<file path="src/assert_macros.svh">
// Assertion helpers for the RTL, included by timed_pulse_sequencer.sv.
`ifndef ASSERT_MACROS_SVH
`define ASSERT_MACROS_SVH

// Checked on every edge outside reset.
`define TPS_ASSERT(lbl, prop, msg) \
  lbl: assert property (@(posedge clk) disable iff (rst) prop) else $error(msg);

// Checked on every edge, reset included.
`define TPS_ASSERT_ALWAYS(lbl, prop, msg) \
  lbl: assert property (@(posedge clk) prop) else $error(msg);

`endif

</file>
<file path="src/tps_ram.sv">
`timescale 1ns / 1ps
// ----------------------------------------------------------------------------
// Timed pulse sequencer RAM
// Simple dual-port memory, one write and one registered read per cycle.
// ----------------------------------------------------------------------------
module tps_ram #(
  parameter int WIDTH = 32,
  parameter int DEPTH = 64,
  parameter int AW    = 6
) (
  input  logic             clk,
  input  logic             we,
  input  logic [AW-1:0]    waddr,
  input  logic [WIDTH-1:0] wdata,
  input  logic             re,
  input  logic [AW-1:0]    raddr,
  output logic [WIDTH-1:0] rdata
);

  logic [WIDTH-1:0] mem [DEPTH];

  always_ff @(posedge clk) begin
    if (we) begin
      mem[waddr] <= wdata;
    end
  end

  always_ff @(posedge clk) begin
    if (re) begin
      rdata <= mem[raddr];
    end
  end

endmodule

</file>
<file path="config.mk">
export PLATFORM = sky130hd
export DESIGN_NAME = tps_ram
export DESIGN_NICKNAME = d
export VERILOG_FILES = /design/src/assert_macros.svh /design/src/tps_ram.sv
export SDC_FILE = /design/constraint.sdc
export NUM_CORES = 2
export LEC_CHECK = 0
export BUFFER_PORTS_ARGS = -buffer_cell sky130_fd_sc_hd__buf_2
export CORE_ASPECT_RATIO = 0.6
export CORE_MARGIN = 8
export CORE_UTILIZATION = 37
export CTS_CLUSTER_SIZE = 10
export DETAILED_ROUTE_END_ITERATION = 10
export PLACE_DENSITY = 0.56
export RECOVER_POWER = 25
export SYNTH_ARGS = -nofsm -noshare
export SYNTH_HDL_FRONTEND = slang
export SYNTH_SLANG_ARGS = --single-unit
export TNS_END_PERCENT = 20
</file>
<file path="constraint.sdc">
create_clock -name clk -period 3.85 [get_ports clk]
set_input_delay 0.77 -clock clk [delete_from_list [all_inputs] [get_ports clk]]
set_output_delay 0.77 -clock clk [all_outputs]
set_load 0.05 [all_outputs]
</file>
==> summary.md <==
| Metric | Value |
|---|---|
| Synthesis Warnings | `0` |
| Mapped cell area | `78840 um^2` |
| Fmax | `289.2 MHz` |
| Post-route ant nets | `0` |
| NumNets Final | `3764` |
| Pwr Density | `512.5 nW/um^2` |
| Num CTS Buffers | `234` |
| Worst-skew pair later-pin latency | `0.84 ns` |
| All-Layer GR Usage | `19.27%` |
| Vias in the first global route | `37950` |
| Max-Slew Margin vs Limit | `-146.8%` |
| Failing checks | `capacitance limit, slew limit` |
| Crit path kind | `in2reg` |
| # Post-CTS Setup Buffers | `0` |
| Area Growth Syn to Fin | `15.78%` |
| Drt first pass iters | `5` |
| Hold Path Class | `in2reg` |
| Cells after synthesis | `3324` |
| Slowest cell on crit path | `clkbuf_1` |
| # hold bufs at CTS | `0` |
| Critical Path AT | `3.53 ns` |
| Initial antenna violation count | `28` |
| Core area | `212100 um^2` |
| Lkg Pwr | `28.13 nW` |
| Share of cells above drive strength 1 | `31.07%` |
| Maximum root-to-sink buffer count | `4` |
| Primary FF master, synth | `edfxtp_1` |
| Worst Path Required | `3.92 ns` |
| Via-per-instance ratio | `5.794` |
| Commonest non-fill, non-tap cell in the layout | `edfxtp_1` |
| Rows | `131` |
| Mux cell area share after synthesis | `16.72%` |
| Die height | `373.6 um` |
| Placed Instances | `6339` |
| Post-synth EDFFs | `2080` |
| Fin cells | `6592` |
| RSZ-0062 raised after global routing | `no` |
| Flop and latch count out of synthesis | `2080` |
| Die Area | `228600 um^2` |
| Synth Area in XOR/XNOR | `0%` |
| Clk_skew | `0.04494 ns` |
| Max-cap violations | `28` |
| Net Count, Synth | `3371` |
| Cell Chain, Critical Path | `buf_2 > clkbuf_1` |
| Iteration-0 DRC count of the detailed router | `5400` |
| Slowest stage delay, CP | `2.47 ns` |
| Synthesized-area fraction occupied by adder cells | `0%` |
| Final number of hold-violating endpoints | `0` |
| Pins Over Slew Limit | `1207` |
| Setup TNS | `0 ns` |
| Worst setup SP type | `input port` |
| CTS clk-pin slew, worst paths | `0.05 ns` |
| I/O pin count | `79` |
| CP delay by family, top | `buffers and inverters` |
| Status | `finished with violations` |
| Total power | `46.78 mW` |
| DIE WIDTH | `611.9 um` |
| Post-CTS Resized | `0` |
| Avg WL per Cell | `34.22 um` |
| Buf/Inv on CP | `2` |
| Crit-path max FO | `64` |
| Routed WL | `225.5 mm` |
| Vias | `38190` |
| PortBufs | `78` |
| Final Util | `43.03%` |
| Clock period minus worst slack | `3.458 ns` |
| GRT Residual Overflow | `0` |
| Fillers | `17940` |
| Placer Congestion | `0.7709` |
| Worst vdd ir | `329.0 uV` |
| CTS tree | `yes` |
| Sequential fraction of the synthesis area | `79.23%` |
| H-tree Lvls | `4` |
| Clock Sink Count | `2080` |
| Final Cycle Share | `89.81%` |
| Worst hold slack | `0.5075 ns` |
| Complex-gate fraction of the synthesized area | `1.666%` |
| DRC | `0` |
| Largest net degree at the start of global routing | `65` |
| Final setup vio count | `0` |
| Starting Density | `37.17%` |
| Root Driver | `clkbuf_16` |
| Commonest non-fill, non-tap cells in the layout | `edfxtp_1 (2080), mux4_2 (544), clkbuf_16 (237), buf_4 (175), mux2i_1 (93)` |
| Library cells used by synthesis | `33` |
| Combinational family with the most area after synthesis | `multiplexers` |
| CP endpoint kind | `flop` |
| First-pass GRT wire length | `310.1 mm` |
| Post-synthesis simple-gate area fraction | `1.260%` |
| DP HPWL | `128.9 mm` |
| Syn Area/Cell | `23.72 um^2` |
| Worst Tran Pin Value | `3.702 ns` |
| Ys async rst share | `0%` |
## power by group
group	leakage (nW)	switching [mW]	internal (mW)	total (mW)
clock	2.94	8.17	10.7	18.9
sequential	18.7	0.0831	25.2	25.2
combinational	6.46	1.70	0.943	2.64
total	28.1	9.96	36.8	46.8
## through the flow
stage	setup slack (ns)	cell area, um^2
after CTS	0.8930	91310
after detailed placement	0.03044	85340
after global routing	0.4112	91260
final	0.3922	91270
after floorplan	-0.07303	78840
after global placement	0.01827	85340
## routing by layer
metal | track usage [%] | part of all wire (%)
met1 | 28.79 | 43
met2 | 27.68 | 43
met3 | 5.965 | 11
met4 | 4.269 | 2.3
met5 | 0 | 0.021
## Yosys cell counts (2+ instances only)
| master | count | share of area (%) |
|---|---|---|
| edfxtp_1 | 2080 | 79 |
| mux4_2 | 544 | 16 |
| nor2_1 | 137 | 0.65 |
| mux2i_1 | 93 | 1.2 |
| o22ai_1 | 84 | 0.67 |
| clkbuf_1 | 74 | 0.35 |
| a21oi_1 | 62 | 0.39 |
| buf_2 | 57 | 0.36 |
| o221ai_1 | 27 | 0.30 |
| nand2_1 | 26 | 0.12 |
| buf_4 | 25 | 0.24 |
| buf_1 | 21 | 0.10 |
| nor2b_1 | 15 | 0.12 |
| a22oi_1 | 12 | 0.11 |
| a311oi_1 | 8 | 0.089 |
| nand2b_1 | 8 | 0.063 |
| nor3_1 | 7 | 0.044 |
| buf_6 | 5 | 0.071 |
| nand3_1 | 5 | 0.032 |
| nand3b_1 | 5 | 0.048 |
| a41o_1 | 4 | 0.051 |
| and3_1 | 4 | 0.032 |
| o32ai_1 | 4 | 0.044 |
| or3_1 | 3 | 0.024 |
| or3b_2 | 3 | 0.033 |
| and2_1 | 2 | 0.016 |
| nand4_1 | 2 | 0.016 |
| or3b_1 | 2 | 0.022 |
## flip-flops by register name, summed over array words and instances, names as in the netlist
signal / flops
rdata: 32
mem: 2048
## final timing paths
check / startpoint / to / slack, ns / cells after the start
max: wdata[16] / mem[1][16] / 0.39 / 2
min: wdata[22] / mem[9][22] / 0.51 / 1
max reg2reg: mem[27][12] / rdata[12] / 1.32 / 5
min reg2reg: mem[12][20] / rdata[20] / 0.85 / 4
## cell families after synthesis
family                 Yosys count
buffers and inverters          182
and+or+nand+nor                223
DFF                           2080
muxes                          637
AOI/OAI and AO/OA              202
## area by class of cell
type	instances	area (um^2)	share of cell area (%)
clock inverter	4	35.03	0.03838
clock buffer	239	5938	6.506
antenna	9	22.52	0.02467
tap	2859	3577	3.919
sequential	2080	62460	68.43
multi-input combinational	1062	15970	17.50
timing repair buffer	339	3267	3.579
(Power assumes the default switching activity.)
